--- config.mk ---
export PLATFORM = sky130hd
export DESIGN_NAME = modbus_tcp_client_framer
export DESIGN_NICKNAME = d
export VERILOG_FILES = /design/src/sv/mtf_pkg.sv /design/src/sv/mtf_front.sv /design/src/sv/mtf_queue.sv /design/src/sv/mtf_back.sv /design/src/sv/modbus_tcp_client_framer.sv
export SDC_FILE = /design/constraint.sdc
export NUM_CORES = 1
export LEC_CHECK = 0
export ABC_CLOCK_PERIOD_IN_PS = 11730
export BUFFER_PORTS_ARGS = -buffer_cell sky130_fd_sc_hd__buf_4
export CAP_MARGIN = 5
export CORE_ASPECT_RATIO = 0.75
export CORE_MARGIN = 8
export CORE_UTILIZATION = 35
export DETAILED_ROUTE_END_ITERATION = 10
export GPL_ROUTABILITY_DRIVEN = 0
export PLACE_DENSITY = 0.53
export RECOVER_POWER = 25
export SLEW_MARGIN = 20
export SYNTH_ARGS = -nofsm -noshare
export SYNTH_HDL_FRONTEND = slang
export SYNTH_SLANG_ARGS = --single-unit
--- constraint.sdc ---
create_clock -name clk_i -period 11.73 [get_ports clk_i]
set_input_delay 2.346 -clock clk_i [delete_from_list [all_inputs] [get_ports clk_i]]
set_output_delay 2.346 -clock clk_i [all_outputs]
set_load 0.05 [all_outputs]
--- src/sv/mtf_pkg.sv ---
// shared types, codes and constants of the modbus tcp client framer
package mtf_pkg;

  // input command codes
  typedef enum logic [2:0] {
    CMD_RD_COILS = 3'd0,
    CMD_RD_REGS  = 3'd1,
    CMD_WR_COIL  = 3'd2,
    CMD_WR_REG   = 3'd3,
    CMD_RESP     = 3'd4
  } cmd_e;

  // result kinds
  typedef enum logic [1:0] {
    KIND_REQ    = 2'd0,
    KIND_COIL   = 2'd1,
    KIND_WORD   = 2'd2,
    KIND_STATUS = 2'd3
  } kind_e;

  // frame status codes
  typedef enum logic [1:0] {
    STS_OK       = 2'd0,
    STS_BAD_LEN  = 2'd1,
    STS_EXC      = 2'd2,
    STS_MISMATCH = 2'd3
  } status_e;

  // work handed from the parser to the emitter
  typedef enum logic [1:0] {
    JOB_NONE = 2'd0,
    JOB_REQ  = 2'd1,
    JOB_COIL = 2'd2,
    JOB_WORD = 2'd3
  } job_e;

  localparam logic [7:0] FC_READ_COILS      = 8'h01;
  localparam logic [7:0] FC_READ_INPUT_REGS = 8'h04;
  localparam logic [7:0] FC_WRITE_COIL      = 8'h05;
  localparam logic [7:0] FC_WRITE_REG       = 8'h06;
  localparam logic [7:0] EXC_BIT            = 8'h80;
  localparam logic [7:0] MAX_LEN            = 8'd253;
  localparam logic [7:0] MIN_LEN            = 8'd2;
  localparam logic [7:0] COIL_ON            = 8'hFF;
  localparam logic [7:0] MBAP_LEN_LO        = 8'd6;
  localparam logic [3:0] REQ_BYTES          = 4'd12;

  // response header byte positions
  localparam logic [8:0] IDX_LEN_HI = 9'd4;
  localparam logic [8:0] IDX_LEN_LO = 9'd5;
  localparam logic [8:0] IDX_UNIT   = 9'd6;
  localparam logic [8:0] IDX_PDU    = 9'd7;
  localparam logic [8:0] IDX_MAX    = 9'd511;

  // request byte positions
  localparam logic [3:0] RB_TID_HI  = 4'd0;
  localparam logic [3:0] RB_TID_LO  = 4'd1;
  localparam logic [3:0] RB_LEN_LO  = 4'd5;
  localparam logic [3:0] RB_UNIT    = 4'd6;
  localparam logic [3:0] RB_FC      = 4'd7;
  localparam logic [3:0] RB_ADDR_HI = 4'd8;
  localparam logic [3:0] RB_ADDR_LO = 4'd9;
  localparam logic [3:0] RB_OPER_HI = 4'd10;
  localparam logic [3:0] RB_OPER_LO = 4'd11;

  typedef struct packed {
    job_e        jtype;
    logic [15:0] tid;
    logic [7:0]  unit;
    logic [7:0]  fc;
    logic [15:0] addr;
    logic [15:0] oper;
    logic [3:0]  ncoil;
    logic        has_status;
    status_e     status;
  } job_t;

  function automatic logic [7:0] fc_of_cmd(input logic [1:0] cmd);
    logic [7:0] fc;
    case (cmd)
      2'd0:    fc = FC_READ_COILS;
      2'd1:    fc = FC_READ_INPUT_REGS;
      2'd2:    fc = FC_WRITE_COIL;
      default: fc = FC_WRITE_REG;
    endcase
    return fc;
  endfunction

endpackage

--- src/sv/mtf_front.sv ---
// front end: accepts commands and response bytes, tracks the frame, issues jobs
module mtf_front (
  input  logic              clk_i,
  input  logic              rst_ni,
  input  logic              cfg_we_i,
  input  logic [7:0]        cfg_wdata_i,
  input  logic              in_valid_i,
  output logic              in_ready_o,
  input  logic [2:0]        cmd_i,
  input  logic [15:0]       address_i,
  input  logic [15:0]       operand_i,
  input  logic [7:0]        rx_byte_i,
  output logic              push_o,
  output mtf_pkg::job_t     job_o,
  input  logic              full_i
);

  logic [7:0]  unit_q;
  logic [15:0] tc_q, tc_d;
  logic        pend_q, pend_d;
  logic [1:0]  pcmd_q, pcmd_d;
  logic [15:0] qty_q, qty_d;
  logic [8:0]  idx_q, idx_d;
  logic [7:0]  plen_q, plen_d;
  logic [7:0]  bc_q, bc_d;
  logic [15:0] ce_q, ce_d;
  logic [7:0]  hold_q, hold_d;
  mtf_pkg::status_e err_q, err_d;

  logic        acc;
  logic        is_read;
  logic [7:0]  pfc;
  logic [8:0]  p;
  logic [8:0]  d;
  logic [15:0] rem;
  logic [3:0]  ncoil;
  mtf_pkg::status_e err_n;

  assign in_ready_o = !full_i;
  assign acc        = in_valid_i && !full_i;
  assign is_read    = (pcmd_q == 2'd0) || (pcmd_q == 2'd1);
  assign pfc        = mtf_pkg::fc_of_cmd(pcmd_q);
  assign p          = idx_q - mtf_pkg::IDX_PDU;
  assign d          = p - 9'd2;
  assign rem        = qty_q - ce_q;
  assign ncoil      = (rem > 16'd7) ? 4'd8 : rem[3:0];

  always_comb begin
    tc_d   = tc_q;
    pend_d = pend_q;
    pcmd_d = pcmd_q;
    qty_d  = qty_q;
    idx_d  = idx_q;
    plen_d = plen_q;
    bc_d   = bc_q;
    ce_d   = ce_q;
    hold_d = hold_q;
    err_d  = err_q;
    err_n  = err_q;
    job_o  = '0;
    job_o.jtype  = mtf_pkg::JOB_NONE;
    job_o.status = mtf_pkg::STS_OK;
    push_o = 1'b0;
    if (acc) begin
      case (cmd_i)
        mtf_pkg::CMD_RD_COILS, mtf_pkg::CMD_RD_REGS,
        mtf_pkg::CMD_WR_COIL, mtf_pkg::CMD_WR_REG: begin
          tc_d         = tc_q + 16'd1;
          job_o.jtype  = mtf_pkg::JOB_REQ;
          job_o.tid    = tc_q + 16'd1;
          job_o.unit   = unit_q;
          job_o.fc     = mtf_pkg::fc_of_cmd(cmd_i[1:0]);
          job_o.addr   = address_i;
          if (cmd_i == mtf_pkg::CMD_WR_COIL) begin
            job_o.oper = (operand_i != 16'd0) ? {mtf_pkg::COIL_ON, 8'h00} : 16'h0000;
          end else begin
            job_o.oper = operand_i;
          end
          push_o = 1'b1;
          pend_d = 1'b1;
          pcmd_d = cmd_i[1:0];
          qty_d  = (cmd_i[1] == 1'b0) ? operand_i : 16'd0;
          idx_d  = '0;
          plen_d = '0;
          bc_d   = '0;
          ce_d   = '0;
          hold_d = '0;
          err_d  = mtf_pkg::STS_OK;
        end
        mtf_pkg::CMD_RESP: begin
          if (pend_q) begin
            if (idx_q != mtf_pkg::IDX_MAX) begin
              idx_d = idx_q + 9'd1;
            end
            if (idx_q == mtf_pkg::IDX_LEN_HI) begin
              hold_d = rx_byte_i;
            end else if (idx_q == mtf_pkg::IDX_LEN_LO) begin
              if (hold_q != 8'd0 || rx_byte_i < mtf_pkg::MIN_LEN ||
                  rx_byte_i > mtf_pkg::MAX_LEN) begin
                err_d  = mtf_pkg::STS_BAD_LEN;
                plen_d = '0;
              end else begin
                plen_d = rx_byte_i - 8'd1;
              end
              hold_d = '0;
            end else if (idx_q == mtf_pkg::IDX_UNIT) begin
              if (err_q == mtf_pkg::STS_BAD_LEN) begin
                job_o.has_status = 1'b1;
                job_o.status     = mtf_pkg::STS_BAD_LEN;
                push_o           = 1'b1;
                pend_d           = 1'b0;
              end
            end else if (idx_q >= mtf_pkg::IDX_PDU) begin
              if (p == 9'd0) begin
                // function byte checks
                if ((rx_byte_i & mtf_pkg::EXC_BIT) != 8'd0) begin
                  err_n = mtf_pkg::STS_EXC;
                end else if (rx_byte_i != pfc) begin
                  err_n = mtf_pkg::STS_MISMATCH;
                end else if (is_read && plen_q < 8'd2) begin
                  err_n = mtf_pkg::STS_MISMATCH;
                end
              end else if (err_q == mtf_pkg::STS_OK && is_read) begin
                if (p == 9'd1) begin
                  bc_d = rx_byte_i;
                  if ({1'b0, rx_byte_i} + 9'd2 > {1'b0, plen_q}) begin
                    err_n = mtf_pkg::STS_MISMATCH;
                  end
                end else if (d < {1'b0, bc_q}) begin
                  if (pcmd_q == 2'd0) begin
                    ce_d = ce_q + {12'd0, ncoil};
                    if (ncoil != 4'd0) begin
                      job_o.jtype = mtf_pkg::JOB_COIL;
                      job_o.ncoil = ncoil;
                      job_o.oper  = {8'h00, rx_byte_i};
                    end
                  end else if (!d[0]) begin
                    hold_d = rx_byte_i;
                  end else begin
                    job_o.jtype = mtf_pkg::JOB_WORD;
                    job_o.oper  = {hold_q, rx_byte_i};
                  end
                end
              end
              err_d = err_n;
              // last pdu byte closes the frame
              if ({1'b0, p} + 10'd1 >= {2'b00, plen_q}) begin
                job_o.has_status = 1'b1;
                job_o.status     = err_n;
                pend_d           = 1'b0;
              end
              push_o = (job_o.jtype != mtf_pkg::JOB_NONE) || job_o.has_status;
            end
          end
        end
        default: begin
        end
      endcase
    end
  end

  always_ff @(posedge clk_i or negedge rst_ni) begin
    if (!rst_ni) begin
      unit_q <= 8'd1;
      tc_q   <= '0;
      pend_q <= 1'b0;
      pcmd_q <= '0;
      qty_q  <= '0;
      idx_q  <= '0;
      plen_q <= '0;
      bc_q   <= '0;
      ce_q   <= '0;
      hold_q <= '0;
      err_q  <= mtf_pkg::STS_OK;
    end else begin
      if (cfg_we_i) begin
        unit_q <= cfg_wdata_i;
      end
      tc_q   <= tc_d;
      pend_q <= pend_d;
      pcmd_q <= pcmd_d;
      qty_q  <= qty_d;
      idx_q  <= idx_d;
      plen_q <= plen_d;
      bc_q   <= bc_d;
      ce_q   <= ce_d;
      hold_q <= hold_d;
      err_q  <= err_d;
    end
  end

endmodule

--- src/sv/mtf_queue.sv ---
// two-entry job queue between parser and emitter
module mtf_queue (
  input  logic          clk_i,
  input  logic          rst_ni,
  input  logic          push_i,
  input  mtf_pkg::job_t job_i,
  output logic          full_o,
  input  logic          pop_i,
  output mtf_pkg::job_t job_o,
  output logic          empty_o
);

  localparam int unsigned Depth = 2;
  localparam int unsigned PtrW  = $clog2(Depth);

  mtf_pkg::job_t    mem_q [Depth];
  logic [PtrW-1:0]  wr_q, wr_d, rd_q, rd_d;
  logic [PtrW:0]    cnt_q, cnt_d;

  assign full_o  = (cnt_q == (PtrW+1)'(Depth));
  assign empty_o = (cnt_q == '0);
  assign job_o   = mem_q[rd_q];

  always_comb begin
    wr_d  = push_i ? wr_q + 1'b1 : wr_q;
    rd_d  = pop_i ? rd_q + 1'b1 : rd_q;
    cnt_d = cnt_q + (PtrW+1)'(push_i) - (PtrW+1)'(pop_i);
  end

  always_ff @(posedge clk_i) begin
    if (push_i) begin
      mem_q[wr_q] <= job_i;
    end
  end

  always_ff @(posedge clk_i or negedge rst_ni) begin
    if (!rst_ni) begin
      wr_q  <= '0;
      rd_q  <= '0;
      cnt_q <= '0;
    end else begin
      wr_q  <= wr_d;
      rd_q  <= rd_d;
      cnt_q <= cnt_d;
    end
  end

endmodule

--- src/sv/mtf_back.sv ---
// back end: expands queued jobs into result transfers through an output register
module mtf_back (
  input  logic          clk_i,
  input  logic          rst_ni,
  input  mtf_pkg::job_t job_i,
  input  logic          empty_i,
  output logic          pop_o,
  output logic          out_valid_o,
  input  logic          out_ready_i,
  output logic [1:0]    kind_o,
  output logic [15:0]   data_o,
  output logic [1:0]    status_o,
  output logic          last_o
);

  logic [3:0]  cnt_q, cnt_d;
  logic        vld_q, vld_d;
  mtf_pkg::kind_e kind_q, kind_d;
  logic [15:0] data_q, data_d;
  mtf_pkg::status_e sts_q, sts_d;
  logic        last_q, last_d;

  logic        advance;
  logic        emit;
  logic [3:0]  total;
  logic        final_step;
  logic [7:0]  req_byte;
  logic        in_body;

  assign advance = !vld_q || out_ready_i;
  assign emit    = advance && !empty_i;

  always_comb begin
    case (job_i.jtype)
      mtf_pkg::JOB_REQ:  total = mtf_pkg::REQ_BYTES;
      mtf_pkg::JOB_COIL: total = job_i.ncoil + {3'd0, job_i.has_status};
      mtf_pkg::JOB_WORD: total = 4'd1 + {3'd0, job_i.has_status};
      default:           total = 4'd1;
    endcase
  end

  assign final_step = (cnt_q == total - 4'd1);
  assign in_body    = (job_i.jtype == mtf_pkg::JOB_COIL) ? (cnt_q < job_i.ncoil)
                    : (job_i.jtype == mtf_pkg::JOB_WORD) ? (cnt_q == 4'd0) : 1'b0;

  always_comb begin
    case (cnt_q)
      mtf_pkg::RB_TID_HI:  req_byte = job_i.tid[15:8];
      mtf_pkg::RB_TID_LO:  req_byte = job_i.tid[7:0];
      mtf_pkg::RB_LEN_LO:  req_byte = mtf_pkg::MBAP_LEN_LO;
      mtf_pkg::RB_UNIT:    req_byte = job_i.unit;
      mtf_pkg::RB_FC:      req_byte = job_i.fc;
      mtf_pkg::RB_ADDR_HI: req_byte = job_i.addr[15:8];
      mtf_pkg::RB_ADDR_LO: req_byte = job_i.addr[7:0];
      mtf_pkg::RB_OPER_HI: req_byte = job_i.oper[15:8];
      mtf_pkg::RB_OPER_LO: req_byte = job_i.oper[7:0];
      default:             req_byte = 8'h00;
    endcase
  end

  always_comb begin
    cnt_d  = cnt_q;
    vld_d  = vld_q && !out_ready_i;
    kind_d = kind_q;
    data_d = data_q;
    sts_d  = sts_q;
    last_d = last_q;
    pop_o  = 1'b0;
    if (emit) begin
      vld_d = 1'b1;
      if (job_i.jtype == mtf_pkg::JOB_REQ) begin
        kind_d = mtf_pkg::KIND_REQ;
        data_d = {8'h00, req_byte};
        sts_d  = mtf_pkg::STS_OK;
        last_d = final_step;
      end else if (in_body && job_i.jtype == mtf_pkg::JOB_COIL) begin
        kind_d = mtf_pkg::KIND_COIL;
        data_d = {15'd0, job_i.oper[cnt_q[2:0]]};
        sts_d  = mtf_pkg::STS_OK;
        last_d = 1'b0;
      end else if (in_body) begin
        kind_d = mtf_pkg::KIND_WORD;
        data_d = job_i.oper;
        sts_d  = mtf_pkg::STS_OK;
        last_d = 1'b0;
      end else begin
        kind_d = mtf_pkg::KIND_STATUS;
        data_d = 16'd0;
        sts_d  = job_i.status;
        last_d = 1'b1;
      end
      if (final_step) begin
        pop_o = 1'b1;
        cnt_d = '0;
      end else begin
        cnt_d = cnt_q + 4'd1;
      end
    end
  end

  always_ff @(posedge clk_i or negedge rst_ni) begin
    if (!rst_ni) begin
      cnt_q <= '0;
      vld_q <= 1'b0;
    end else begin
      cnt_q <= cnt_d;
      vld_q <= vld_d;
    end
  end

  always_ff @(posedge clk_i) begin
    kind_q <= kind_d;
    data_q <= data_d;
    sts_q  <= sts_d;
    last_q <= last_d;
  end

  assign out_valid_o = vld_q;
  assign kind_o      = kind_q;
  assign data_o      = data_q;
  assign status_o    = sts_q;
  assign last_o      = last_q;

endmodule

--- src/sv/modbus_tcp_client_framer.sv ---
// top level of the modbus tcp client framer: parser, job queue and emitter
//
// channel   dir  bits                               meaning
// s_axis    in   tuser[2:0] command                 request command or response byte
//                tdata[39:0] address,operand,rx_byte
// m_axis    out  tuser[1:0] kind, tlast last        request bytes, coils, words, status
//                tdata[23:0] data,status
// cfg       in   cfg_wdata_i[7:0] unit_id           written when cfg_we_i is high
//
// the parser takes one item per cycle while the job queue has room
// the emitter sends one result per cycle while a job is queued and the output is ready:
// a request expands to 12 byte results, a coil byte up to 9 with the closing status
// so the emitter sets sustained rate, one result per clock while the output is ready
// reset clears all frame tracking, the transaction counter and sets unit_id to 1
// an output stall holds the result register; the parser keeps going until the queue fills
module modbus_tcp_client_framer (
  input  logic        clk_i,
  input  logic        rst_ni,
  input  logic        cfg_we_i,
  input  logic [7:0]  cfg_wdata_i,    // unit_id
  input  logic        s_axis_tvalid,
  output logic        s_axis_tready,
  input  logic [39:0] s_axis_tdata,   // address[15:0], operand[31:16], rx_byte[39:32]
  input  logic [2:0]  s_axis_tuser,   // command[2:0]
  output logic        m_axis_tvalid,
  input  logic        m_axis_tready,
  output logic [23:0] m_axis_tdata,   // data[15:0], status[17:16], zero[23:18]
  output logic [1:0]  m_axis_tuser,   // kind[1:0]
  output logic        m_axis_tlast
);

  mtf_pkg::job_t fr_job;
  mtf_pkg::job_t bk_job;
  logic          push;
  logic          full;
  logic          pop;
  logic          empty;
  logic [15:0]   out_data;
  logic [1:0]    out_status;

  // parser: frame state and request builder
  mtf_front u_front (
    .clk_i       (clk_i),
    .rst_ni      (rst_ni),
    .cfg_we_i    (cfg_we_i),
    .cfg_wdata_i (cfg_wdata_i),
    .in_valid_i  (s_axis_tvalid),
    .in_ready_o  (s_axis_tready),
    .cmd_i       (s_axis_tuser),
    .address_i   (s_axis_tdata[15:0]),
    .operand_i   (s_axis_tdata[31:16]),
    .rx_byte_i   (s_axis_tdata[39:32]),
    .push_o      (push),
    .job_o       (fr_job),
    .full_i      (full)
  );

  // decouples parsing from result expansion
  mtf_queue u_queue (
    .clk_i   (clk_i),
    .rst_ni  (rst_ni),
    .push_i  (push),
    .job_i   (fr_job),
    .full_o  (full),
    .pop_i   (pop),
    .job_o   (bk_job),
    .empty_o (empty)
  );

  // emitter: one result transfer per cycle while a job is queued and the output is ready
  mtf_back u_back (
    .clk_i       (clk_i),
    .rst_ni      (rst_ni),
    .job_i       (bk_job),
    .empty_i     (empty),
    .pop_o       (pop),
    .out_valid_o (m_axis_tvalid),
    .out_ready_i (m_axis_tready),
    .kind_o      (m_axis_tuser),
    .data_o      (out_data),
    .status_o    (out_status),
    .last_o      (m_axis_tlast)
  );

  assign m_axis_tdata = {6'd0, out_status, out_data};

  // only status results carry a nonzero status
  a_status_only: assert property (@(posedge clk_i) disable iff (!rst_ni)
    m_axis_tvalid && (m_axis_tuser != mtf_pkg::KIND_STATUS) |-> out_status == 2'd0)
    else $error("nonzero status on a data result");

  // a status result always closes the frame
  a_status_last: assert property (@(posedge clk_i) disable iff (!rst_ni)
    m_axis_tvalid && (m_axis_tuser == mtf_pkg::KIND_STATUS) |-> m_axis_tlast)
    else $error("status result without last");

  // coil and word results never end a frame
  a_data_not_last: assert property (@(posedge clk_i) disable iff (!rst_ni)
    m_axis_tvalid && m_axis_tlast |->
      (m_axis_tuser == mtf_pkg::KIND_REQ) || (m_axis_tuser == mtf_pkg::KIND_STATUS))
    else $error("last set on coil or word result");

  // the parser never pushes into a full queue
  a_no_overflow: assert property (@(posedge clk_i) disable iff (!rst_ni)
    push |-> !full)
    else $error("job pushed into full queue");

endmodule
==> impl_metrics.py <==
metrics = {
    "layout": {
        "finalNetCount": 1602,
        "layout.cells.non_filler": 2067,
        "area_growth_pct": 13.7,
        "fillers": 4108,
        "final_common_cell": "edfxtp_1",
        "mostFrequentLayoutCells": "edfxtp_1, nand2_1, nor2_1, dfrtp_1, buf_4",
        "drive_above_1_share_pct": 11.8,
        "diodes": 0,
    },
    "min_path": {
        "hold_end": "u_front.qty_q[2]",
        "hold_start": "u_front.qty_q[2]",
        "whs_path_depth": 2,
        "min_path_type": "reg2reg",
    },
    "timing": {
        "maxSlewViolCount": 41,
        "setup-violations-final": 0,
        "hold_viol": 0,
        "fmax_mhz": 191,
        "skew_ns": 0.0264,
        "fin_crit_ns": 5.25,
        "maxSlewHeadroom_pct": -56.8,
        "fin_ws_ns": 6.48,
        "worstMarginPinSlew_ns": 2.35,
        "rsz0062_at_grt": "no",
        "tns_ns": 0,
        "fin_crit_sh_pct": 44.7,
    },
    "detailed_routing": {
        "met1Wirelength_mm": 20.9,
        "routedWlPerCell_um": 19.3,
        "viasPerCell": 5.34,
        "first_iter_violations": 1108,
        "dr_wl_met2_mm": 15.8,
        "drtAntennaViolNets": 0,
        "top_layer": "met4",
        "dr.pass1.iters": 8,
        "via_count": 11000,
        "drt-total-wl_mm": 39.9,
        "drc": 0,
        "dr_wl_met3_mm": 2.57,
    },
    "logic_synthesis": {
        "ys_top_cells_by_area": "edfxtp_1, dfrtp_1, ha_1, nand2_1, xnor2_1",
        "ys_warn_count": 0,
        "synthArstFlopShare_pct": 39.6,
        "ys_seq_area_share_pct": 49.4,
        "synth_area_per_cell_um2": 10.4,
        "synth-edff-count": 157,
        "ys_types": 82,
        "ys.flop_type": "edfxtp_1",
        "synthCells": 1424,
        "synth.top_cell.area_share_pct": 31.9,
        "ys_ff_latch": 260,
        "synthesis.area_um2": 14800,
        "synth_top_area_cell": "edfxtp_1",
    },
    "clocking": {
        "clk_pin_slew_ns": 0.06,
        "ctsLongestPathBuffers": 3,
        "cts_max_level": 1,
        "post_cts_buffers": 0,
        "clock_latency_ns": 0.57,
        "clock_sinks": 260,
        "hold_buffers": 0,
        "tritoncts": "done",
        "cts_resized": 0,
        "numCtsBuffers": 29,
        "cts.root.buffer_cell": "clkbuf_16",
    },
    "worst_setup_path": {
        "worst-path-max-fanout": 43,
        "path_cells": "clkbuf_1, and3b_1, buf_4, nor2_1, nor3_1, nand2_1, o21ai_1",
        "critPathMaxStageDelay_ns": 1.07,
        "required_ns": 12.14,
        "start_kind": "input pin",
        "crit_type": "in2reg",
        "cp-end-kind": "register",
        "reg2reg_depth": 13,
        "rr_endpoint": "u_queue.mem_q[0][48]",
        "critPathArrivalTime_ns": 5.65,
        "worst-r2r-setup-slack_ns": 6.63,
        "worst_path_max_delay_cell": "and3b_1",
        "worstReg2RegStart": "u_front.idx_q[0]",
    },
    "power_and_ir_drop": {
        "clockPowerShare_pct": 27.6,
        "power_density_nw_per_um2": 195,
        "intPower_mw": 2.05,
        "leakagePower_nw": 6.52,
        "power_mw": 3.27,
        "combPwrFrac_pct": 34.7,
        "peakVddDrop_mv": 0.134,
        "p_seq_share_pct": 37.6,
        "sw_frac_of_total_pct": 37.2,
        "switchingPower_mw": 1.22,
    },
    "grt": {
        "grt_pass1_wl_mm": 62.3,
        "grt_pass1_vias": 10600,
        "grt_antenna_before_repair": 0,
        "overflow": 0,
        "grt_use_total_pct": 15.9,
        "grt_start_max_net_pins": 69,
    },
    "placed_design": {
        "port_buffers": 78,
        "dpl.cell_count": 2013,
        "hpwl_mm": 29.6,
        "dp_worst_setup_slack_ns": 6.42,
    },
    "run_status": {
        "status": "finished with violations",
        "violations": "capacitance limit, slew limit",
    },
    "die": {
        "die_area_um2": 49100,
        "rows": 65,
        "core_um2": 41900,
        "start_util_pct": 35.3,
        "fp.dieH_um": 194,
        "io_pins": 85,
        "chipWidth_um": 253,
    },
    "job": {
        "drv_cap": 1,
    },
}
## worst max path at each step
stage	from	endpoint	slack, ns	depth (start not counted)
3_3_place_gp	s_axis_tuser[2]	u_queue.mem_q[0][10]	6.54	7
6_report	s_axis_tuser[2]	u_queue.mem_q[0][11]	6.48	7
3_5_place_dp	s_axis_tuser[1]	u_queue.mem_q[0][25]	6.42	7
4_1_cts	u_front.idx_q[0]	u_queue.mem_q[0][65]	6.66	13
2_1_floorplan	s_axis_tuser[1]	u_queue.mem_q[0][0]	6.05	6
5_1_grt	s_axis_tuser[2]	u_queue.mem_q[0][8]	6.11	7
## power by group through the flow
| stage | Clock, mW | Combinational (mW) | Sequential [mW] |
|---|---|---|---|
| after floorplan | 0 | 0.737 | 1.31 |
| after global placement | 0 | 1.13 | 1.25 |
| after detailed placement | 0 | 1.13 | 1.25 |
| after CTS | 0.931 | 1.14 | 1.23 |
| after global routing | 0.964 | 1.24 | 1.25 |
| final | 0.904 | 1.14 | 1.23 |
## through the flow
step	util, %	instance area, um2	hold slack, ns
2_1_floorplan	-	14800	0.443
3_3_place_gp	37.9	15900	0.460
3_5_place_dp	37.9	15900	0.465
4_1_cts	40.1	16800	0.481
5_1_grt	40.1	16800	0.520
6_report	40.1	16800	0.473
## flip-flops by register name (all words and copies together) (netlist names), 2 cells and up
name             flops
u_front.pcmd_q       2
u_front.hold_q       8
u_queue.mem_q      136
u_front.qty_q       16
u_back.status_o      2
u_front.plen_q       8
u_front.tc_q        16
u_queue.cnt_q        2
u_back.cnt_q         4
u_front.unit_q       8
u_front.idx_q        9
u_front.err_q        2
u_back.kind_o        2
u_back.data_o       16
u_front.ce_q        16
u_front.bc_q         8
## area by class of cell
type	count	area, um2	area share (%)
sequential	260	7300	43.4
clock buffer	35	748	4.45
tap	569	712	4.24
multi-input combinational	1026	6930	41.3
inverter	73	274	1.63
timing repair buffer	85	627	3.73
clock inverter	19	205	1.22
## cell usage after synthesis (8+ instances only)
cell type,instances
inv_1,72
clkbuf_1,51
nand2b_1,12
nand3_1,50
a21oi_1,45
a22oi_1,17
nand3b_1,11
o21a_1,8
xnor2_1,59
mux2_2,24
a22o_1,8
nand4_1,20
mux2i_1,50
dfrtp_1,102
and3_1,19
nor2_1,101
a21o_1,14
ha_1,69
o211ai_1,10
nor2b_1,15
nor3_1,38
o21ai_1,14
a211oi_1,9
o21ai_0,66
edfxtp_1,157
or3_1,9
o31ai_1,11
xor2_1,23
nor4_1,21
o22ai_1,22
nand2_1,142
and2_1,36
## logic make-up (layout without fill, tap and decap cells)
group                      Yosys count  in the layout  share of synthesized area [%]
buffers and inverters              143            212                           3.84
AOI/OAI and AO/OA                  285            285                           13.0
DFF                                260            260                           49.4
muxes                               76             76                           5.52
and+or+nand+nor                    506            506                           17.3
adders and majority gates           71             71                           6.12
other                                1              6                         0.0254
xor gates and xnor gates            82             82                           4.86
## routing by layer
layer,GRT usage [%],vias to the layer above
li1,-,5305
met1,25.8,5341
met2,21.9,347
met3,2.49,43
met4,2.57,0
met5,0,-
## worst max-delay path: cells and delay by family
| family | cells | cell delay [ns] |
|---|---|---|
| AND/OR/NAND/NOR | 4 | 2.29 |
| buffers and inverters | 2 | 0.86 |
| AO/OA/AOI/OAI | 1 | 0.14 |
Power figures use the tool's default switching activity.
